### src/framed_packet_receiver_assert.svh
// assertion macros for the framed packet receiver
`ifndef FRAMED_PACKET_RECEIVER_ASSERT_SVH
`define FRAMED_PACKET_RECEIVER_ASSERT_SVH

// same-cycle implication, checked outside reset
`define FPR_ASSERT_IMPLY(label, clk, rst_n, ante, cons) \
    label: assert property (@(posedge clk) disable iff (!(rst_n)) (ante) |-> (cons)) \
        else $error("framed_packet_receiver: implication check failed");

// next-cycle implication, checked outside reset
`define FPR_ASSERT_NEXT(label, clk, rst_n, ante, cons) \
    label: assert property (@(posedge clk) disable iff (!(rst_n)) (ante) |=> (cons)) \
        else $error("framed_packet_receiver: next-cycle check failed");

`endif

### src/fpr_pkg.sv
// types and constants of the framed packet receiver
`timescale 1ns / 1ps

package fpr_pkg;

    localparam logic [2:0] ST_IGNORED  = 3'd0;
    localparam logic [2:0] ST_HEADER   = 3'd1;
    localparam logic [2:0] ST_PAYLOAD  = 3'd2;
    localparam logic [2:0] ST_GOOD     = 3'd3;
    localparam logic [2:0] ST_LEN_ERR  = 3'd4;
    localparam logic [2:0] ST_TAIL_ERR = 3'd5;

    localparam int unsigned CFG_IDX_W = 8;
    localparam logic [CFG_IDX_W-1:0] CFG_HEAD_BYTE = 8'd0;
    localparam logic [CFG_IDX_W-1:0] CFG_TAIL_BYTE = 8'd1;

    localparam logic [7:0] HEAD_BYTE_RST = 8'hA5;
    localparam logic [7:0] TAIL_BYTE_RST = 8'hFC;

    typedef struct packed {
        logic [2:0]  status;
        logic [7:0]  payload_byte;
        logic [9:0]  payload_offset;
        logic [7:0]  frame_type;
        logic [15:0] frame_length;
        logic        restarted;
    } t_result;

endpackage

### src/framed_packet_receiver.sv
// framed packet receiver: deframes head, type, length, payload and tail bytes
// input channel: i_in_valid / o_in_stall carry one received byte per transfer
// output channel: o_out_valid / i_out_stall carry one result per input byte
// every result gives a status (ignored, header, payload, good, length error,
// tail error), the payload byte and its offset, the frame type and length,
// and a flag for a frame abandoned by a new head byte
// config channel: i_cfg_valid / o_cfg_ready with an index and data, index 0
// sets the head byte and index 1 the tail byte; o_cfg_ready is always high
// a result is registered; throughput: one byte per cycle while o_in_stall
// is low, set by the single registered frame update
// a two-entry output stage (result register plus skid register) lets a byte
// transfer in while a finished result waits; o_in_stall rises only when both
// entries hold results, and falls the cycle after the receiver takes one
// reset: synchronous active low, clears the frame state, empties the output
// stage and loads head 0xa5, tail 0xfc
`timescale 1ns / 1ps

module framed_packet_receiver #(
    parameter int unsigned MAX_PAYLOAD = 1024
) (
    input  logic                           i_clk,
    input  logic                           i_rst_n,
    input  logic                           i_in_valid,
    output logic                           o_in_stall,
    input  logic [7:0]                     i_byte_in,
    output logic                           o_out_valid,
    input  logic                           i_out_stall,
    output logic [2:0]                     o_status,
    output logic [7:0]                     o_payload_byte,
    output logic [9:0]                     o_payload_offset,
    output logic [7:0]                     o_frame_type,
    output logic [15:0]                    o_frame_length,
    output logic                           o_restarted,
    input  logic                           i_cfg_valid,
    output logic                           o_cfg_ready,
    input  logic [fpr_pkg::CFG_IDX_W-1:0]  i_cfg_index,
    input  logic [7:0]                     i_cfg_data
);
    import fpr_pkg::*;

    localparam int unsigned POS_W = $clog2(MAX_PAYLOAD + 1);
    localparam logic [16:0] MAX_EXT = 17'(MAX_PAYLOAD);
    localparam logic [15:0] LEN_RST = 16'(MAX_PAYLOAD);

    logic [7:0]       r_head;
    logic [7:0]       r_tail;
    logic             r_in_frame;
    logic [POS_W-1:0] r_position;
    logic [7:0]       r_cur_type;
    logic [7:0]       r_length_low;
    logic [15:0]      r_cur_length;

    logic             n_in_frame;
    logic [POS_W-1:0] n_position;
    logic [7:0]       n_cur_type;
    logic [7:0]       n_length_low;
    logic [15:0]      n_cur_length;
    t_result          n_result;

    t_result          r_out;
    logic             r_out_valid;
    t_result          r_skid;
    logic             r_skid_valid;

    logic             in_xfer;
    logic             out_xfer;
    logic             cfg_xfer;

    logic             is_head;
    logic             frame_open;
    logic [POS_W-1:0] pos_eff;
    logic [15:0]      len_eff;
    logic [16:0]      pos_ext;
    logic [16:0]      len_p4;
    logic             tail_beyond;
    logic [16:0]      limit;
    logic [15:0]      new_length;
    logic [16:0]      pos_m4;

    assign in_xfer     = i_in_valid & ~o_in_stall;
    assign out_xfer    = r_out_valid & ~i_out_stall;
    assign cfg_xfer    = i_cfg_valid & o_cfg_ready;
    assign o_in_stall  = r_skid_valid;
    assign o_cfg_ready = 1'b1;

    // config registers
    always_ff @(posedge i_clk) begin
        if (!i_rst_n) begin
            r_head <= HEAD_BYTE_RST;
            r_tail <= TAIL_BYTE_RST;
        end else if (cfg_xfer) begin
            unique case (i_cfg_index)
                CFG_HEAD_BYTE: r_head <= i_cfg_data;
                CFG_TAIL_BYTE: r_tail <= i_cfg_data;
                default: ;
            endcase
        end
    end

    // frame decode for one byte
    always_comb begin
        is_head     = (i_byte_in == r_head);
        frame_open  = is_head | r_in_frame;
        pos_eff     = is_head ? '0 : r_position;
        len_eff     = is_head ? LEN_RST : r_cur_length;
        pos_ext     = 17'(pos_eff);
        len_p4      = {1'b0, len_eff} + 17'd4;
        tail_beyond = (len_p4 > MAX_EXT);
        limit       = tail_beyond ? MAX_EXT : len_p4;
        new_length  = {i_byte_in, r_length_low};
        pos_m4      = pos_ext - 17'd4;

        n_in_frame   = frame_open;
        n_position   = pos_eff;
        n_cur_type   = r_cur_type;
        n_length_low = r_length_low;
        n_cur_length = len_eff;

        n_result                = '0;
        n_result.status         = ST_IGNORED;
        n_result.restarted      = is_head & r_in_frame;

        if (frame_open) begin
            if (pos_eff == POS_W'(0)) begin
                n_result.status = ST_HEADER;
                n_position      = POS_W'(1);
            end else if (pos_eff == POS_W'(1)) begin
                n_cur_type      = i_byte_in;
                n_result.status = ST_HEADER;
                n_position      = POS_W'(2);
            end else if (pos_eff == POS_W'(2)) begin
                n_length_low    = i_byte_in;
                n_result.status = ST_HEADER;
                n_position      = POS_W'(3);
            end else if (pos_eff == POS_W'(3)) begin
                n_cur_length = new_length;
                if ({1'b0, new_length} > MAX_EXT) begin
                    n_result.status       = ST_LEN_ERR;
                    n_result.frame_type   = r_cur_type;
                    n_result.frame_length = new_length;
                    n_in_frame            = 1'b0;
                    n_position            = '0;
                end else begin
                    n_result.status = ST_HEADER;
                    n_position      = POS_W'(4);
                end
            end else if (pos_ext >= limit) begin
                n_result.status       = (!tail_beyond && i_byte_in == r_tail) ?
                                        ST_GOOD : ST_TAIL_ERR;
                n_result.frame_type   = r_cur_type;
                n_result.frame_length = len_eff;
                n_in_frame            = 1'b0;
                n_position            = '0;
            end else begin
                n_result.status         = ST_PAYLOAD;
                n_result.payload_byte   = i_byte_in;
                n_result.payload_offset = pos_m4[9:0];
                n_result.frame_type     = r_cur_type;
                n_result.frame_length   = len_eff;
                n_position              = pos_eff + POS_W'(1);
            end
        end
    end

    // frame state
    always_ff @(posedge i_clk) begin
        if (!i_rst_n) begin
            r_in_frame   <= 1'b0;
            r_position   <= '0;
            r_cur_type   <= '0;
            r_length_low <= '0;
            r_cur_length <= LEN_RST;
        end else if (in_xfer) begin
            r_in_frame   <= n_in_frame;
            r_position   <= n_position;
            r_cur_type   <= n_cur_type;
            r_length_low <= n_length_low;
            r_cur_length <= n_cur_length;
        end
    end

    // output register and skid entry
    always_ff @(posedge i_clk) begin
        if (!i_rst_n) begin
            r_out_valid  <= 1'b0;
            r_skid_valid <= 1'b0;
        end else if (r_skid_valid && out_xfer) begin
            r_out_valid  <= 1'b1;
            r_skid_valid <= 1'b0;
        end else if (in_xfer) begin
            if (!r_out_valid || out_xfer) begin
                r_out_valid <= 1'b1;
            end else begin
                r_skid_valid <= 1'b1;
            end
        end else if (out_xfer) begin
            r_out_valid <= 1'b0;
        end
    end

    always_ff @(posedge i_clk) begin
        if (r_skid_valid && out_xfer) begin
            r_out <= r_skid;
        end else if (in_xfer) begin
            if (!r_out_valid || out_xfer) begin
                r_out <= n_result;
            end else begin
                r_skid <= n_result;
            end
        end
    end

    assign o_out_valid      = r_out_valid;
    assign o_status         = r_out.status;
    assign o_payload_byte   = r_out.payload_byte;
    assign o_payload_offset = r_out.payload_offset;
    assign o_frame_type     = r_out.frame_type;
    assign o_frame_length   = r_out.frame_length;
    assign o_restarted      = r_out.restarted;

`include "framed_packet_receiver_assert.svh"

    `FPR_ASSERT_IMPLY(a_skid_behind_out, i_clk, i_rst_n, r_skid_valid, r_out_valid)
    `FPR_ASSERT_IMPLY(a_idle_pos_zero, i_clk, i_rst_n, !r_in_frame, r_position == '0)
    `FPR_ASSERT_IMPLY(a_len_in_range, i_clk, i_rst_n,
        r_in_frame && r_position >= POS_W'(4), 17'(r_cur_length) <= MAX_EXT)
    `FPR_ASSERT_NEXT(a_fill_skid, i_clk, i_rst_n,
        in_xfer && r_out_valid && i_out_stall, r_skid_valid)

endmodule

### config.mk
export PLATFORM = sky130hd
export DESIGN_NAME = framed_packet_receiver
export DESIGN_NICKNAME = d
export VERILOG_FILES = /design/src/fpr_pkg.sv /design/src/framed_packet_receiver.sv
export VERILOG_INCLUDE_DIRS = /design/src /design/src/src
export SDC_FILE = /design/constraint.sdc
export NUM_CORES = 1
export LEC_CHECK = 0
export BUFFER_PORTS_ARGS = -buffer_cell sky130_fd_sc_hd__clkbuf_2
export CAP_MARGIN = 20
export CORE_AREA = 2 2 99 172
export CTS_BUF_LIST = sky130_fd_sc_hd__clkbuf_4 sky130_fd_sc_hd__clkbuf_8 sky130_fd_sc_hd__clkbuf_16
export CTS_CLUSTER_SIZE = 40
export DETAILED_ROUTE_END_ITERATION = 16
export DIE_AREA = 0 0 101 174
export PLACE_DENSITY = 0.79
export SYNTH_ARGS = -nofsm -noshare
export SYNTH_HDL_FRONTEND = slang
export SYNTH_SLANG_ARGS = --single-unit
### constraint.sdc
create_clock -name i_clk -period 4.8 [get_ports i_clk]
set_input_delay 0.24 -clock i_clk [delete_from_list [all_inputs] [get_ports i_clk]]
set_output_delay 0.24 -clock i_clk [all_outputs]
set_load 0.1 [all_outputs]
==> metrics.cfg, run 1 <==
[outcome]
outcome = completed

[route]
drc = 0
viasPerCell = 6.10
ant_nets = 0
drt-total-wl_mm = 21.4
dr.pass1.iters = 5
first_iter_violations = 531
vias = 6492
post_drt_wl_per_cell_um = 20.1

[timing]
timing.hold.ws_ns = 0.0576
worst_slack_ns = 0.332
fin_crit_ns = 4.47
relSlewSlack = 0.288
final.setup_skew_ns = 0.00597
final-setup-viol-count = 0
hold_viol = 0
rsz0062_at_grt = true
period_share = 0.931
max_freq_mhz = 224
slew_viol_final = 0
worstMarginPinSlew_ns = 1.07

[cells_and_area]
area_delta_synth_final_pct = 15.0
layout.cells.non_filler = 1064
final_net_count = 907
fillers = 1468
final_cell_area_um2 = 9130
antenna_cells = 0
drive_above_1_share = 0.210

[global_routing]
grt_max_degree = 58
met2_usage = 0.429
track_usage = 0.251
antenna_found_initial = 0
grt_pass1_vias = 6227
busiest_layer = met2
met3_usage = 0.0519
gr-total-overflow = 0
grt_pass1_wl_mm = 33.5
grt.met1_usage = 0.284

[worst_setup_path]
worstSetupEndpointType = flip-flop
start_kind = flip-flop
crit_fanout = 11
cp.required_ns = 5.06
critPathArrivalTime_ns = 4.72
crit_type = reg2reg

[yosys]
avgSynthCellArea_um2 = 9.97
synth_warnings = 0
ys.flop_type = edfxtp_1
synth_seq_cells = 154
syn_nets = 844
synth_edf_count = 92
yosysUniqueCellTypes = 70
async_reset_ff_frac = 0
syn-cell-area_um2 = 7930
yosysSeqAreaShare = 0.505
syn_inst = 796

[floorplanning]
die_area_um2 = 17600
ios = 78
die_w_um = 101
start_util = 0.487
die_y_um = 174
core_um2 = 16300
rows = 62

[clock_tree]
cts_buffer_depth = 2
clk_latency_ns = 0.43
path_clk_slew_ns = 0.06
cts_sinks = 154
htree_levels = 4
numCtsBuffers = 17
cts_tree = yes
root_buffer = clkbuf_16

[placement]
gp_congestion = 1.03
place_inst = 1030
portBuffers = 76
post-dp-hpwl_mm = 15.6
placed_area_um2 = 8520
preCtsSetupSlack_ns = 0.0831

[power_and_ir_drop]
p_per_area_nw_per_um2 = 330
finalPower_mw = 3.01
ir_drop_mv = 0.219
power.leakage_nw = 3.55

[run]
cap_violations = 0

[min_path]
holdCritPathClass = in2reg

[through the flow]
stage               setup TNS [ns]   util
floorplan                        0      -
detailed placement               0  0.523
CTS                              0  0.557
global route               -0.0539  0.560
global placement                 0  0.523
finish                           0  0.560
[synth_stat cells (3+ instances only)]
library cell / count / share of area
edfxtp_1: 92 / 0.35
nand2_1: 91 / 0.043
nor2_1: 66 / 0.031
dfxtp_1: 62 / 0.16
clkbuf_1: 45 / 0.021
o21ai_0: 37 / 0.023
a21oi_1: 34 / 0.021
nand4_1: 29 / 0.023
and2_1: 28 / 0.022
nor3_1: 22 / 0.014
inv_1: 21 / 0.0099
ha_1: 19 / 0.030
xnor2_1: 18 / 0.020
o31ai_1: 17 / 0.016
mux2i_1: 16 / 0.020
mux2_2: 14 / 0.020
nand3_1: 13 / 0.0082
buf_2: 12 / 0.0076
xor2_1: 12 / 0.013
a32oi_1: 11 / 0.012
a31oi_1: 10 / 0.0079
and3_1: 10 / 0.0079
nor4_1: 8 / 0.0063
o31ai_2: 8 / 0.013
o211ai_1: 6 / 0.0057
a2111oi_0: 5 / 0.0055
a32o_1: 5 / 0.0063
buf_4: 4 / 0.0038
nand2b_1: 4 / 0.0032
o2111ai_1: 4 / 0.0044
o21a_1: 4 / 0.0038
o21ai_1: 4 / 0.0025
or4_1: 4 / 0.0038
a31o_2: 3 / 0.0033
a41o_1: 3 / 0.0038
and4_1: 3 / 0.0033
nor2b_1: 3 / 0.0024
or2_2: 3 / 0.0024
or3_1: 3 / 0.0024
[timing repair]
item	4_1_cts	5_1_grt
hold buffers	0	0
gates resized for setup	0	9
setup endpoints to repair	0	46
endpoints found under the hold margin	0	0
setup buffers	0	1
[power breakdown]
| part | leakage (nW) | switching (mW) | internal [mW] |
|---|---|---|---|
| combinational | 1.84 | 0.252 | 0.0398 |
| sequential | 1.43 | 0.00823 | 1.43 |
| clock | 0.274 | 0.562 | 0.722 |
| total | 3.55 | 0.822 | 2.19 |
[layout make-up]
class / instances / area, um^2 / share of cell area
Multi-Input combinational cell: 557 / 3620 / 0.397
Inverter: 22 / 82.6 / 0.00905
Tap cell: 192 / 240 / 0.0263
Clock inverter: 15 / 140 / 0.0154
Sequential cell: 154 / 4000 / 0.439
Timing Repair Buffer: 107 / 613 / 0.0672
Clock buffer: 17 / 425 / 0.0466
[sequential cells by signal, summed over array words and instances (netlist names)]
signal            count
r_cur_type            8
r_head                8
r_position           11
o_restarted           1
o_payload_offset     10
o_status              3
r_length_low          8
o_frame_length       16
o_out_valid           1
r_in_frame            1
r_skid               46
o_in_stall            1
r_tail                8
o_payload_byte        8
o_frame_type          8
r_cur_length         16
[cell usage in the layout, fill, tap and decap left out, drive strengths merged, types with 18 or more instances in the layout]
| cell | n |
|---|---|
| nand4 | 29 |
| edfxtp | 92 |
| nand2 | 91 |
| ha | 19 |
| dfxtp | 62 |
| and2 | 29 |
| o31ai | 26 |
| o21ai | 41 |
| inv | 28 |
| xnor2 | 18 |
| nor3 | 22 |
| buf | 31 |
| clkbuf | 93 |
| a21oi | 36 |
| nor2 | 66 |
[cells by family (layout without fill, tap and decap cells)]
logic type	after synthesis	count (layout)	share of synthesized area
XOR/XNOR	30	30	0.0331
multiplexers	30	30	0.0401
buffers and inverters	86	161	0.0454
adder cells (fa/ha/maj)	19	19	0.0300
other	1	1	0.000473
AND/OR/NAND/NOR	296	297	0.183
AO/OA/AOI/OAI	180	180	0.164
flip-flops	154	154	0.505
[critical path, stage by stage (launching register included)]
cell       delay [ns]
dfxtp_1          0.32
xnor2_1          0.14
and4_1           0.22
nand2_1          0.20
nand2_1          0.14
inv_1            0.07
ha_1             0.24
nand4_1          0.16
nor2_1           0.18
and4b_1          0.21
o211ai_1         0.37
nor2_4           0.11
nand2_1          0.08
ha_1             0.25
a211oi_1         0.26
nand2_1          0.09
o2111ai_1        0.29
nand2_2          0.21
or3_4            0.48
o31ai_2          0.26
[final timing paths]
path | from | end | slack [ns] | cells after the start
worst min register to register | r_cur_length[15] | r_cur_length[15] | 0.47 | 2
worst max-delay path | r_head[2] | o_payload_byte[3] | 0.33 | 19
worst max register to register | r_head[2] | o_payload_byte[3] | 0.33 | 19
worst min-delay path | i_cfg_data[6] | r_tail[6] | 0.06 | 3
[layer usage]
layer | wire length [um] | vias up
li1 | - | 3066
met5 | 0 | -
met3 | 1100 | 77
met2 | 11100 | 288
met1 | 8000 | 3061
met4 | 1170 | 0
Power figures use the tool's default switching activity.
==> inputs of run 2 (changes only) <==
--- a/config.mk
+++ b/config.mk
@@ -13,7 +13,8 @@
 export CTS_CLUSTER_SIZE = 40
 export DETAILED_ROUTE_END_ITERATION = 16
 export DIE_AREA = 0 0 101 174
-export PLACE_DENSITY = 0.79
+export PLACE_DENSITY = 0.76
+export SETUP_SLACK_MARGIN = 0.4
 export SYNTH_ARGS = -nofsm -noshare
 export SYNTH_HDL_FRONTEND = slang
 export SYNTH_SLANG_ARGS = --single-unit
==> constraint.sdc (replaced) <==
create_clock -name i_clk -period 4.53 [get_ports i_clk]
set_input_delay 0.2265 -clock i_clk [delete_from_list [all_inputs] [get_ports i_clk]]
set_output_delay 0.2265 -clock i_clk [all_outputs]
set_load 0.1 [all_outputs]
==> metrics.cfg, run 2 (synthesis gave the netlist of run 1 again) <==
[floorplanning]
die_y_um = 174  ; unchanged
rows = 62  ; unchanged
start_util = 0.487  ; unchanged
ios = 78  ; unchanged
die_area_um2 = 17600  ; unchanged
core_um2 = 16300  ; unchanged
die_w_um = 101  ; unchanged

[timing]
max_freq_mhz = 243  ; was 224 MHz
final-setup-viol-count = 0  ; unchanged
relSlewSlack = 0.272  ; was 0.288
timing.hold.ws_ns = 0.0288  ; was 0.0576 ns
hold_viol = 0  ; unchanged
period_share = 0.909  ; was 0.931
final.setup_skew_ns = 0.0112  ; was 0.00597 ns
rsz0062_at_grt = true  ; unchanged
fin_crit_ns = 4.12  ; was 4.47 ns
worstMarginPinSlew_ns = 1.09  ; was 1.07 ns
finalSetupTns_ns = 0  ; unchanged
slew_viol_final = 0  ; unchanged

[global_routing]
grt_pass1_vias = 6326  ; was 6227
gr-total-overflow = 0  ; unchanged
grt_max_degree = 48  ; was 58
antenna_found_initial = 0  ; unchanged
track_usage = 0.250  ; was 0.251
grt_pass1_wl_mm = 34.0  ; was 33.5 mm

[power_and_ir_drop]
p_switching_uw = 886  ; was 822 uW
power_frac_comb = 0.098  ; was 0.097
intPower_mw = 2.39  ; was 2.19 mW
ir_drop_mv = 0.233  ; was 0.219 mV
power.clock.fraction = 0.438  ; was 0.427
p_per_area_nw_per_um2 = 338  ; was 330 nW/um^2
power.share.sequential = 0.464  ; was 0.476
p_sw_frac = 0.270  ; was 0.273
power.leakage_nw = 3.77  ; was 3.55 nW

[placement]
post-dp-hpwl_mm = 15.4  ; was 15.6 mm
placed_area_um2 = 8550  ; was 8520 um^2
portBuffers = 76  ; unchanged
gp_congestion = 0.972  ; was 1.03

[cells_and_area]
antenna_cells = 0  ; unchanged
utilization = 0.595  ; was 0.560
area_delta_synth_final_pct = 22.1  ; was 15.0%
layout_commonest_cell = edfxtp_1  ; unchanged
largest_reg_flops = 46  ; unchanged
top_register = r_skid  ; unchanged
final_cell_mix = 92 x edfxtp_1, 84 x nand2_1, 76 x clkbuf_2  ; was 92 x edfxtp_1, 90 x nand2_1, 76 x clkbuf_2
drive_above_1_share = 0.287  ; was 0.210
final_cell_area_um2 = 9690  ; was 9130 um^2
final_net_count = 931  ; was 907
fillers = 1375  ; was 1468

[clock_tree]
cts_sinks = 154  ; unchanged
cts_tree = yes  ; unchanged
clk_latency_ns = 0.43  ; about the same
htree_levels = 4  ; unchanged
numCtsBuffers = 17  ; unchanged
path_clk_slew_ns = 0.07  ; was 0.06 ns
cts_buffer_depth = 2  ; unchanged
root_buffer = clkbuf_16  ; unchanged

[route]
drt-total-wl_mm = 22.3  ; was 21.4 mm
first_iter_violations = 522  ; was 531
viasPerCell = 6.24  ; was 6.10
ant_nets = 0  ; unchanged
dr.pass1.iters = 5  ; unchanged
post_drt_wl_per_cell_um = 20.5  ; was 20.1 um
vias = 6789  ; was 6492
drc = 0  ; unchanged

[worst_setup_path]
critPathArrivalTime_ns = 4.27  ; was 4.72 ns
crit_type = reg2reg  ; unchanged
cp.required_ns = 4.69  ; was 5.06 ns
start_kind = flip-flop  ; unchanged
crit_fanout = 7  ; was 11
worstSetupEndpointType = flip-flop  ; unchanged

[min_path]
holdCritPathClass = in2reg  ; unchanged

[run]
cap_violations = 0  ; unchanged

[outcome]
outcome = completed  ; unchanged

==> run 2: path summary, 6_finish.rpt <==
path                  from            end  slack, ns  cells after the start
max              r_head[2]    o_status[2]       0.41                     20
min reg2reg  r_cur_type[5]  r_cur_type[5]       0.47                      2
max reg2reg      r_head[2]    o_status[2]       0.41                     20
min          i_cfg_data[7]      r_tail[7]       0.03                      3
==> run 2: area by class of cell <==
| type | instances | area [um^2] | share of cell area |
|---|---|---|---|
| Tap cell | 192 | 240 | 0.0248 |
| Clock buffer | 18 | 433 | 0.0447 |
| Inverter | 22 | 82.6 | 0.00852 |
| Timing Repair Buffer | 129 | 790 | 0.0815 |
| Multi-Input combinational cell | 559 | 3970 | 0.410 |
| Sequential cell | 154 | 4010 | 0.414 |
| Clock inverter | 14 | 159 | 0.0164 |
==> run 2: routing by layer <==
layer / up-vias / GRT usage / wire (um)
met4: 0 / 0.150 / 1430
met1: 3237 / 0.290 / 8250
li1: 3129 / - / -
met5: - / 0 / 0
met3: 97 / 0.0290 / 1230
met2: 326 / 0.433 / 11400
==> run 2: stage by stage <==
stage,power (mW),worst slack [ns],cells
global route,3.35,0.264,1088
floorplan,1.80,0.388,796
global placement,1.86,-0.0761,1032
CTS,3.28,0.405,1081
detailed placement,1.86,-0.215,1032
finish,3.27,0.413,1088
==> run 2: power groups by stage <==
stage / Combinational (mW) / Sequential, mW / Clock (mW)
finish: 0.320 / 1.52 / 1.44
global placement: 0.307 / 1.55 / 0
global route: 0.330 / 1.52 / 1.50
detailed placement: 0.307 / 1.55 / 0
floorplan: 0.0587 / 1.74 / 0
CTS: 0.315 / 1.52 / 1.45
==> run 2: critical path: stages (launching register included) <==
cell and delay [ns]:
dfxtp_2 0.34, xnor2_2 0.19, and4_4 0.29, nand2_4 0.09, nand2_4 0.09, inv_2 0.04
ha_4 0.16, nand4_1 0.14, nor2_2 0.06, and4b_1 0.23, o211ai_1 0.19, nor2_4 0.29
nand2_1 0.09, ha_1 0.31, o211ai_1 0.24, a21oi_2 0.08, o2111ai_4 0.31, nand2_4 0.15
buf_4 0.16, o32ai_2 0.23, o21ai_0 0.15
==> run 2: repair_timing <==
| item | in CTS | in global routing |
|---|---|---|
| buffers inserted | 14 | 7 |
| pin swaps | 14 | 29 |
| gates cloned | 3 | 0 |
| hold buffers | 0 | 0 |
| endpoints found under the setup margin | 52 | 91 |
| resized for setup | 19 | 58 |
